==> src/assert_macros.svh <==
`ifndef ASSERT_MACROS_SVH
`define ASSERT_MACROS_SVH

// Same-cycle implication, sampled on the rising clock edge, off during reset.
`define ASSERT_IMPL(lbl, ante, cons) \
    lbl: assert property (@(posedge clk) disable iff (!rst_n) (ante) |-> (cons)) \
        else $error("assertion failed");

// Next-cycle implication, sampled on the rising clock edge, off during reset.
`define ASSERT_NEXT(lbl, ante, cons) \
    lbl: assert property (@(posedge clk) disable iff (!rst_n) (ante) |=> (cons)) \
        else $error("assertion failed");

`endif

==> src/tsgc_pkg.sv <==
package tsgc_pkg;

    localparam int PosW   = 8;
    localparam int CountW = 8;
    localparam int CfgW   = 8;
    localparam int CfgIdxW = 2;

    localparam logic [CountW-1:0] CountMax = '1;

    // Reset values of the configuration registers.
    localparam logic [CfgW-1:0] SlideThresholdRst = 8'd20;
    localparam logic [CfgW-1:0] TapThresholdRst   = 8'd10;
    localparam logic [CfgW-1:0] HoldMinRst        = 8'd50;
    localparam logic [CfgW-1:0] HoldMaxRst        = 8'd250;

    // Gesture codes carried in the result beat.
    typedef enum logic [2:0] {
        GEST_NONE = 3'd0,
        GEST_FWD  = 3'd1,
        GEST_BACK = 3'd2,
        GEST_TAP  = 3'd3,
        GEST_HOLD = 3'd4
    } gesture_t;

    // Configuration register indexes.
    typedef enum logic [CfgIdxW-1:0] {
        REG_SLIDE_THRESHOLD = 2'd0,
        REG_TAP_THRESHOLD   = 2'd1,
        REG_HOLD_MIN_TICKS  = 2'd2,
        REG_HOLD_MAX_TICKS  = 2'd3
    } cfg_index_t;

endpackage

==> src/tsgc_channels.sv <==
// Input channel: one sensor tick per beat.
interface tsgc_in_if;
    import tsgc_pkg::*;

    logic            valid;
    logic            ready;
    logic            touched;
    logic [PosW-1:0] position;

    modport source (output valid, output touched, output position, input ready);
    modport sink   (input valid, input touched, input position, output ready);
endinterface

// Output channel: one classification result per beat.
interface tsgc_out_if;
    import tsgc_pkg::*;

    logic       valid;
    logic       ready;
    logic       event_valid;
    logic [2:0] gesture;

    modport source (output valid, output event_valid, output gesture, input ready);
    modport sink   (input valid, input event_valid, input gesture, output ready);
endinterface

==> src/touch_slider_gesture_classifier.sv <==
// Touch slider gesture classifier.
//
// The samples channel carries one sensor tick per beat: the touch flag and
// the slider position. For every accepted sample beat the gestures channel
// delivers exactly one result beat, in order. event_valid is high on the
// first released tick after a touch (or after reset), and gesture then holds
// the decided class; on all other ticks both fields are zero.
//
// A sample accepted at a clock edge is registered and appears as a result
// after that edge. Throughput is one beat per cycle while the receiver does
// not stall; the press and release counters, start position and last end
// position update in the same cycle the sample is accepted, and the result
// lands in a single output register. When the receiver stalls, the output
// register holds its beat and samples is held off until the beat is taken;
// an accepted result frees the register for a new sample in the same cycle.
//
// Reset clears the counters and positions, empties the output register and loads
// the default thresholds. The configuration port writes one register per cycle
// while cfg_we is high. Use it only while idle; the block does not check.
`include "assert_macros.svh"

module touch_slider_gesture_classifier
    import tsgc_pkg::*;
(
    input  logic               clk,
    input  logic               rst_n,
    tsgc_in_if.sink            samples,
    tsgc_out_if.source         gestures,
    input  logic               cfg_we,
    input  logic [CfgIdxW-1:0] cfg_index,
    input  logic [CfgW-1:0]    cfg_wdata
);

    logic [CfgW-1:0]   slide_threshold_reg;
    logic [CfgW-1:0]   tap_threshold_reg;
    logic [CfgW-1:0]   hold_min_reg;
    logic [CfgW-1:0]   hold_max_reg;

    logic [CountW-1:0] press_ticks_reg, press_ticks_next;
    logic [CountW-1:0] release_ticks_reg, release_ticks_next;
    logic [PosW-1:0]   start_pos_reg, start_pos_next;
    logic [PosW-1:0]   last_end_reg, last_end_next;

    logic              out_valid_reg;
    logic              event_valid_reg, event_valid_next;
    gesture_t          gesture_reg, gesture_next;

    logic              in_fire;
    logic              out_fire;
    logic signed [PosW:0] diff;
    logic [PosW-1:0]   mag;
    gesture_t          slide_class;
    logic              hold_hit;

    // Handshake: the output register takes a new beat when empty or draining.
    assign out_fire      = out_valid_reg && gestures.ready;
    assign samples.ready = !out_valid_reg || gestures.ready;
    assign in_fire       = samples.valid && samples.ready;

    assign gestures.valid       = out_valid_reg;
    assign gestures.event_valid = event_valid_reg;
    assign gestures.gesture     = gesture_reg;

    // Configuration registers.
    always_ff @(posedge clk or negedge rst_n)
    begin
        if (!rst_n)
        begin
            slide_threshold_reg <= SlideThresholdRst;
            tap_threshold_reg   <= TapThresholdRst;
            hold_min_reg        <= HoldMinRst;
            hold_max_reg        <= HoldMaxRst;
        end
        else if (cfg_we)
        begin
            case (cfg_index_t'(cfg_index))
                REG_SLIDE_THRESHOLD: slide_threshold_reg <= cfg_wdata;
                REG_TAP_THRESHOLD:   tap_threshold_reg   <= cfg_wdata;
                REG_HOLD_MIN_TICKS:  hold_min_reg        <= cfg_wdata;
                REG_HOLD_MAX_TICKS:  hold_max_reg        <= cfg_wdata;
                default: ;
            endcase
        end
    end

    // Signed end-minus-start; a repeated end counts as no movement.
    always_comb
    begin
        if (samples.position == last_end_reg)
        begin
            diff = '0;
        end
        else
        begin
            diff = $signed({1'b0, samples.position}) - $signed({1'b0, start_pos_reg});
        end
        mag = diff[PosW] ? PosW'(-diff) : diff[PosW-1:0];
    end

    // Slide, tap or none from the movement, then the hold window check.
    always_comb
    begin
        if (!diff[PosW] && (mag != '0) && (mag >= slide_threshold_reg))
        begin
            slide_class = GEST_FWD;
        end
        else if (diff[PosW] && (mag >= slide_threshold_reg))
        begin
            slide_class = GEST_BACK;
        end
        else if ((mag != '0) && (mag < tap_threshold_reg))
        begin
            slide_class = GEST_TAP;
        end
        else
        begin
            slide_class = GEST_NONE;
        end
        hold_hit = (press_ticks_reg > hold_min_reg) && (press_ticks_reg < hold_max_reg);
    end

    // Tick state update and result for the sample at the input.
    always_comb
    begin
        press_ticks_next   = press_ticks_reg;
        release_ticks_next = release_ticks_reg;
        start_pos_next     = start_pos_reg;
        last_end_next      = last_end_reg;
        event_valid_next   = 1'b0;
        gesture_next       = GEST_NONE;

        if (samples.touched)
        begin
            if (press_ticks_reg != CountMax)
            begin
                press_ticks_next = press_ticks_reg + 1'b1;
            end
            if (press_ticks_reg == '0)
            begin
                start_pos_next = samples.position;
            end
            release_ticks_next = '0;
        end
        else
        begin
            if (release_ticks_reg != CountMax)
            begin
                release_ticks_next = release_ticks_reg + 1'b1;
            end
            // First released tick decides the gesture.
            if (release_ticks_reg == '0)
            begin
                last_end_next    = samples.position;
                event_valid_next = 1'b1;
                gesture_next     = hold_hit ? GEST_HOLD : slide_class;
                start_pos_next   = '0;
            end
            press_ticks_next = '0;
        end
    end

    // Tick state registers advance on each accepted sample beat.
    always_ff @(posedge clk or negedge rst_n)
    begin
        if (!rst_n)
        begin
            press_ticks_reg   <= '0;
            release_ticks_reg <= '0;
            start_pos_reg     <= '0;
            last_end_reg      <= '0;
        end
        else if (in_fire)
        begin
            press_ticks_reg   <= press_ticks_next;
            release_ticks_reg <= release_ticks_next;
            start_pos_reg     <= start_pos_next;
            last_end_reg      <= last_end_next;
        end
    end

    // Output register valid flag.
    always_ff @(posedge clk or negedge rst_n)
    begin
        if (!rst_n)
        begin
            out_valid_reg <= 1'b0;
        end
        else if (in_fire)
        begin
            out_valid_reg <= 1'b1;
        end
        else if (out_fire)
        begin
            out_valid_reg <= 1'b0;
        end
    end

    // Output payload.
    always_ff @(posedge clk)
    begin
        if (in_fire)
        begin
            event_valid_reg <= event_valid_next;
            gesture_reg     <= gesture_next;
        end
    end

    // A result beat with no event carries no gesture.
    `ASSERT_IMPL(a_quiet_tick, out_valid_reg && !event_valid_reg, gesture_reg == GEST_NONE)

    // The first released sample yields a decided result beat.
    `ASSERT_NEXT(a_release_decides, in_fire && !samples.touched && (release_ticks_reg == '0),
                 out_valid_reg && event_valid_reg && (release_ticks_reg != '0))

    // A touched sample leaves a running press count and a cleared release count.
    `ASSERT_NEXT(a_press_counts, in_fire && samples.touched,
                 (press_ticks_reg != '0) && (release_ticks_reg == '0) && !event_valid_reg)

endmodule
==> src/flat_wrapper.sv <==
// flat-port wrapper written by rule: the top's interface ports become plain ports
module touch_slider_gesture_classifier_flat import tsgc_pkg::*;
  (clk, rst_n, cfg_we, cfg_index, cfg_wdata, samples_valid, samples_touched, samples_position, samples_ready, gestures_valid, gestures_event_valid, gestures_gesture, gestures_ready);
  tsgc_in_if samples_i ();
  tsgc_out_if gestures_i ();
  input  logic clk;
  input  logic rst_n;
  input  logic cfg_we;
  input  logic [CfgIdxW-1:0] cfg_index;
  input  logic [CfgW-1:0] cfg_wdata;
  input wire logic [$bits(samples_i.valid)-1:0] samples_valid;
  input wire logic [$bits(samples_i.touched)-1:0] samples_touched;
  input wire logic [$bits(samples_i.position)-1:0] samples_position;
  output wire logic [$bits(samples_i.ready)-1:0] samples_ready;
  output wire logic [$bits(gestures_i.valid)-1:0] gestures_valid;
  output wire logic [$bits(gestures_i.event_valid)-1:0] gestures_event_valid;
  output wire logic [$bits(gestures_i.gesture)-1:0] gestures_gesture;
  input wire logic [$bits(gestures_i.ready)-1:0] gestures_ready;
  assign samples_i.valid = samples_valid;
  assign samples_i.touched = samples_touched;
  assign samples_i.position = samples_position;
  assign samples_ready = samples_i.ready;
  assign gestures_valid = gestures_i.valid;
  assign gestures_event_valid = gestures_i.event_valid;
  assign gestures_gesture = gestures_i.gesture;
  assign gestures_i.ready = gestures_ready;
  touch_slider_gesture_classifier u_core (.clk(clk), .rst_n(rst_n), .samples(samples_i), .gestures(gestures_i), .cfg_we(cfg_we), .cfg_index(cfg_index), .cfg_wdata(cfg_wdata));
endmodule
==> config.mk <==
export PLATFORM = sky130hd
export DESIGN_NAME = touch_slider_gesture_classifier_flat
export DESIGN_NICKNAME = d
export VERILOG_FILES = /design/src/tsgc_pkg.sv /design/src/tsgc_channels.sv /design/src/touch_slider_gesture_classifier.sv /design/src/flat_wrapper.sv
export VERILOG_INCLUDE_DIRS = /design/src /design/src/src
export SDC_FILE = /design/constraint.sdc
export NUM_CORES = 1
export LEC_CHECK = 0
export ABC_AREA = 1
export BUFFER_PORTS_ARGS = -buffer_cell sky130_fd_sc_hd__clkbuf_2
export CORE_MARGIN = 2
export CORE_UTILIZATION = 40
export DETAILED_ROUTE_END_ITERATION = 10
export HOLD_SLACK_MARGIN = 0.15
export SETUP_SLACK_MARGIN = 0.15
export SYNTH_ARGS = -nofsm -noshare
export SYNTH_HDL_FRONTEND = slang
export SYNTH_SLANG_ARGS = --single-unit
export TNS_END_PERCENT = 30
==> constraint.sdc <==
create_clock -name clk -period 9.9 [get_ports clk]
set_input_delay 1.98 -clock clk [delete_from_list [all_inputs] [get_ports clk]]
set_output_delay 1.98 -clock clk [all_outputs]
set_load 0.05 [all_outputs]
==> results.sh <==
export IMPL_status="completed"
export IMPL_worst_slew_pin_slew_ns=0.825
export IMPL_fill_cells=1124
export IMPL_clock_skew_ns=0.00704
export IMPL_postRouteAntennaNets=0
export IMPL_final_util_pct=46.0
export IMPL_synth_edf_count=4
export IMPL_r2r_start="u_core.start_pos_reg[0]"
export IMPL_yosysTopAreaCellShare_pct=28.5
export IMPL_drt_vias_per_instance=4.83
export IMPL_power_leakage_nw=2.69
export IMPL_initial_core_util_pct=40.5
export IMPL_cts_tree="yes"
export IMPL_hold_end="u_core.hold_max_reg[1]"
export IMPL_place_area_mm2=0.00485
export IMPL_crit_fanout=13
export IMPL_via_count=3806
export IMPL_dp_worst_setup_slack_ns=4.65
export IMPL_cts_hold_buffers_added=0
export IMPL_cts_sinks=69
export IMPL_drv_slew=0
export IMPL_cts_made_buffers=9
export IMPL_dp_cells=772
export IMPL_reg2reg_depth=22
export IMPL_insertion_delay_ns=0.33
export IMPL_setup_viol=0
export IMPL_fin_crit_sh_pct=49.5
export IMPL_antenna_cells=0
export IMPL_rows=39
export IMPL_cp_end_kind="flop"
export IMPL_timing_final_ws_setup_ns=5.00
export IMPL_hold_viol_final=0
export IMPL_syn_nets=672
export IMPL_ys_flop_type="dfrtp_1"
export IMPL_fin_tns_setup_ns=0
export IMPL_r2r_setup_slack_ns=6.45
export IMPL_antenna_found_initial=0
export IMPL_irDropWorstVdd_uv=109
export IMPL_dieHeight_um=111
export IMPL_grt_max_degree=66
export IMPL_worst_hold_startpoint="u_core.hold_max_reg[1]"
export IMPL_io_buffer_count=29
export IMPL_core_area_mm2=0.0113
export IMPL_layout_drive_gt1_share_pct=13.0
export IMPL_drtIter0Drc=151
export IMPL_crit_required_ns=9.99
export IMPL_grt_pass1_vias=3777
export IMPL_ys_types=42
export IMPL_stdcell_count=788
export IMPL_yosys_warnings=0
export IMPL_wl_per_cell_um=12.5
export IMPL_syn_inst=608
export IMPL_fmax_mhz=204
export IMPL_grt_overflow=0
export IMPL_place_gp_congestion=0.812
export IMPL_power_density_mw_per_mm2=287
export IMPL_whs_path_depth=2
export IMPL_worstHoldPathType="reg2reg"
export IMPL_synth_common_cells="nand2_1 (154), inv_1 (114), o21ai_0 (57)"
export IMPL_yosysMostFrequentCell="nand2_1"
export IMPL_max_cap_viol_count=0
export IMPL_syn_avg_cell_area_um2=7.51
export IMPL_synthArstFlopShare_pct=94.2
export IMPL_die_x_um=111
export IMPL_cts_root_buf="clkbuf_16"
export IMPL_arrival_ns=4.99
export IMPL_grt_usage_pct=17.4
export IMPL_synth_seq_cells=69
export IMPL_die_area_mm2=0.0123
export IMPL_cts_clk_slew_worst_paths_ns=0.06
export IMPL_cp_start_kind="input pin"
export IMPL_postCtsSetupBuffers=0
export IMPL_grt_pass1_wl_mm=17.6
export IMPL_htreeDepth=3
export IMPL_rsz0062_at_grt="no"
export IMPL_first_pass_iters=4
export IMPL_area_growth_pct=13.6
export IMPL_relSlewSlack_pct=45.0
export IMPL_critPathKind="in2reg"
export IMPL_netlist_area_mm2=0.00457
export IMPL_drc=0
export IMPL_netlist_top_cells_area="dfrtp_1 (28%), nand2_1 (13%), ha_1 (11%)"
export IMPL_ys_seq_area_share_pct=38.6
export IMPL_post_route_cell_area_mm2=0.00519
export IMPL_crit_start="samples_position[0]"
export IMPL_io_pin_count=30
export IMPL_yosysTopAreaCell="dfrtp_1"
export IMPL_dpl_hpwl_mm=7.53
export IMPL_postCtsResizedCells=0
export IMPL_timing_rr_end="u_core.gestures.gesture[1]"
export IMPL_finish_net_count=704
export IMPL_max_clock_path_buffers=2
export IMPL_wl_mm=9.82
export IMPL_min_period_ns=4.90
==> report_power, final <==
group / internal, mW / switching, mW / leakage (nW)
logic: 0.275 / 0.451 / 1.68
clock network: 0.229 / 0.132 / 0.159
registers: 0.359 / 0.0454 / 0.844
==> critical path, stage by stage <==
cell and delay (ns):
clkbuf_2 0.13, inv_2 0.06, ha_1 0.22, fa_1 0.40, inv_1 0.09, nand2_1 0.07
nand2_1 0.10, a21oi_2 0.09, nand2_2 0.11, inv_2 0.11, o21ai_0 0.29, ha_1 0.29
o21ai_0 0.07, a21boi_0 0.09, o21ai_0 0.15, nand2_1 0.06, a21oi_1 0.12, o21bai_1 0.09
o21ai_1 0.12, nand3_1 0.10, nand3_1 0.10, nand2_1 0.06, nand2_1 0.07, nor2_2 0.03
==> cell type report <==
class / count / area, um^2 / area share [%]
clock inverter: 6 / 93.8 / 1.81
timing repair buffer: 31 / 160 / 3.09
multi-input combinational: 410 / 2310 / 44.5
tap: 143 / 179 / 3.45
clock buffer: 10 / 239 / 4.61
sequential: 69 / 1760 / 34.0
inverter: 119 / 447 / 8.61
==> cells in the final DEF (no fill, tap or decap), drive strengths merged, types with 2 or more instances in the layout <==
cell / instances
nand2: 160
dfrtp: 52
clkinv: 3
nor3b: 3
nand3b: 4
o31ai: 2
bufinv: 2
a21boi: 3
nand3: 33
a21oi: 23
nor2: 38
edfxtp: 4
xnor2: 5
and2: 2
mux2: 3
clkbuf: 39
ha: 39
xor2: 3
o211ai: 2
dfstp: 13
inv: 119
o21ai: 60
a211oi: 4
o21bai: 3
buf: 2
nor3: 6
o22ai: 2
nand4: 11
==> per-stage QoR <==
step           total power, mW  hold slack, ns
2_1_floorplan            0.981           0.448
3_3_place_gp              1.11           0.470
3_5_place_dp              1.13           0.477
4_1_cts                   1.50           0.491
5_1_grt                   1.65           0.514
6_report                  1.49           0.488
==> metal layers <==
metal  routed length, um  vias to the layer above  track usage, %
met4                 102                        0            5.42
li1                    -                     2011               -
met1                4790                     1734            23.8
met5                   0                        -               0
met2                4760                       52            28.8
met3                 161                        9            2.46
==> cells by family (layout without fill, tap and decap cells) <==
group	count (synthesis)	after routing	synth area share, %
xor gates and xnor gates	8	8	1.53
adders and majority gates	40	40	11.1
and+or+nand+nor	258	258	24.6
AOI/OAI and AO/OA	101	101	12.5
DFF	69	69	38.6
buffers and inverters	129	166	10.9
muxes	3	3	0.739
==> worst max-delay path by stage <==
stage | to | cells past startpoint
floorplan | u_core.gestures.gesture[1] | 24
global placement | u_core.gestures.gesture[1] | 24
detailed placement | u_core.gestures.gesture[1] | 24
CTS | u_core.gestures.gesture[1] | 24
global route | u_core.gestures.gesture[1] | 24
finish | u_core.gestures.gesture[1] | 24
(Power assumes the default switching activity.)
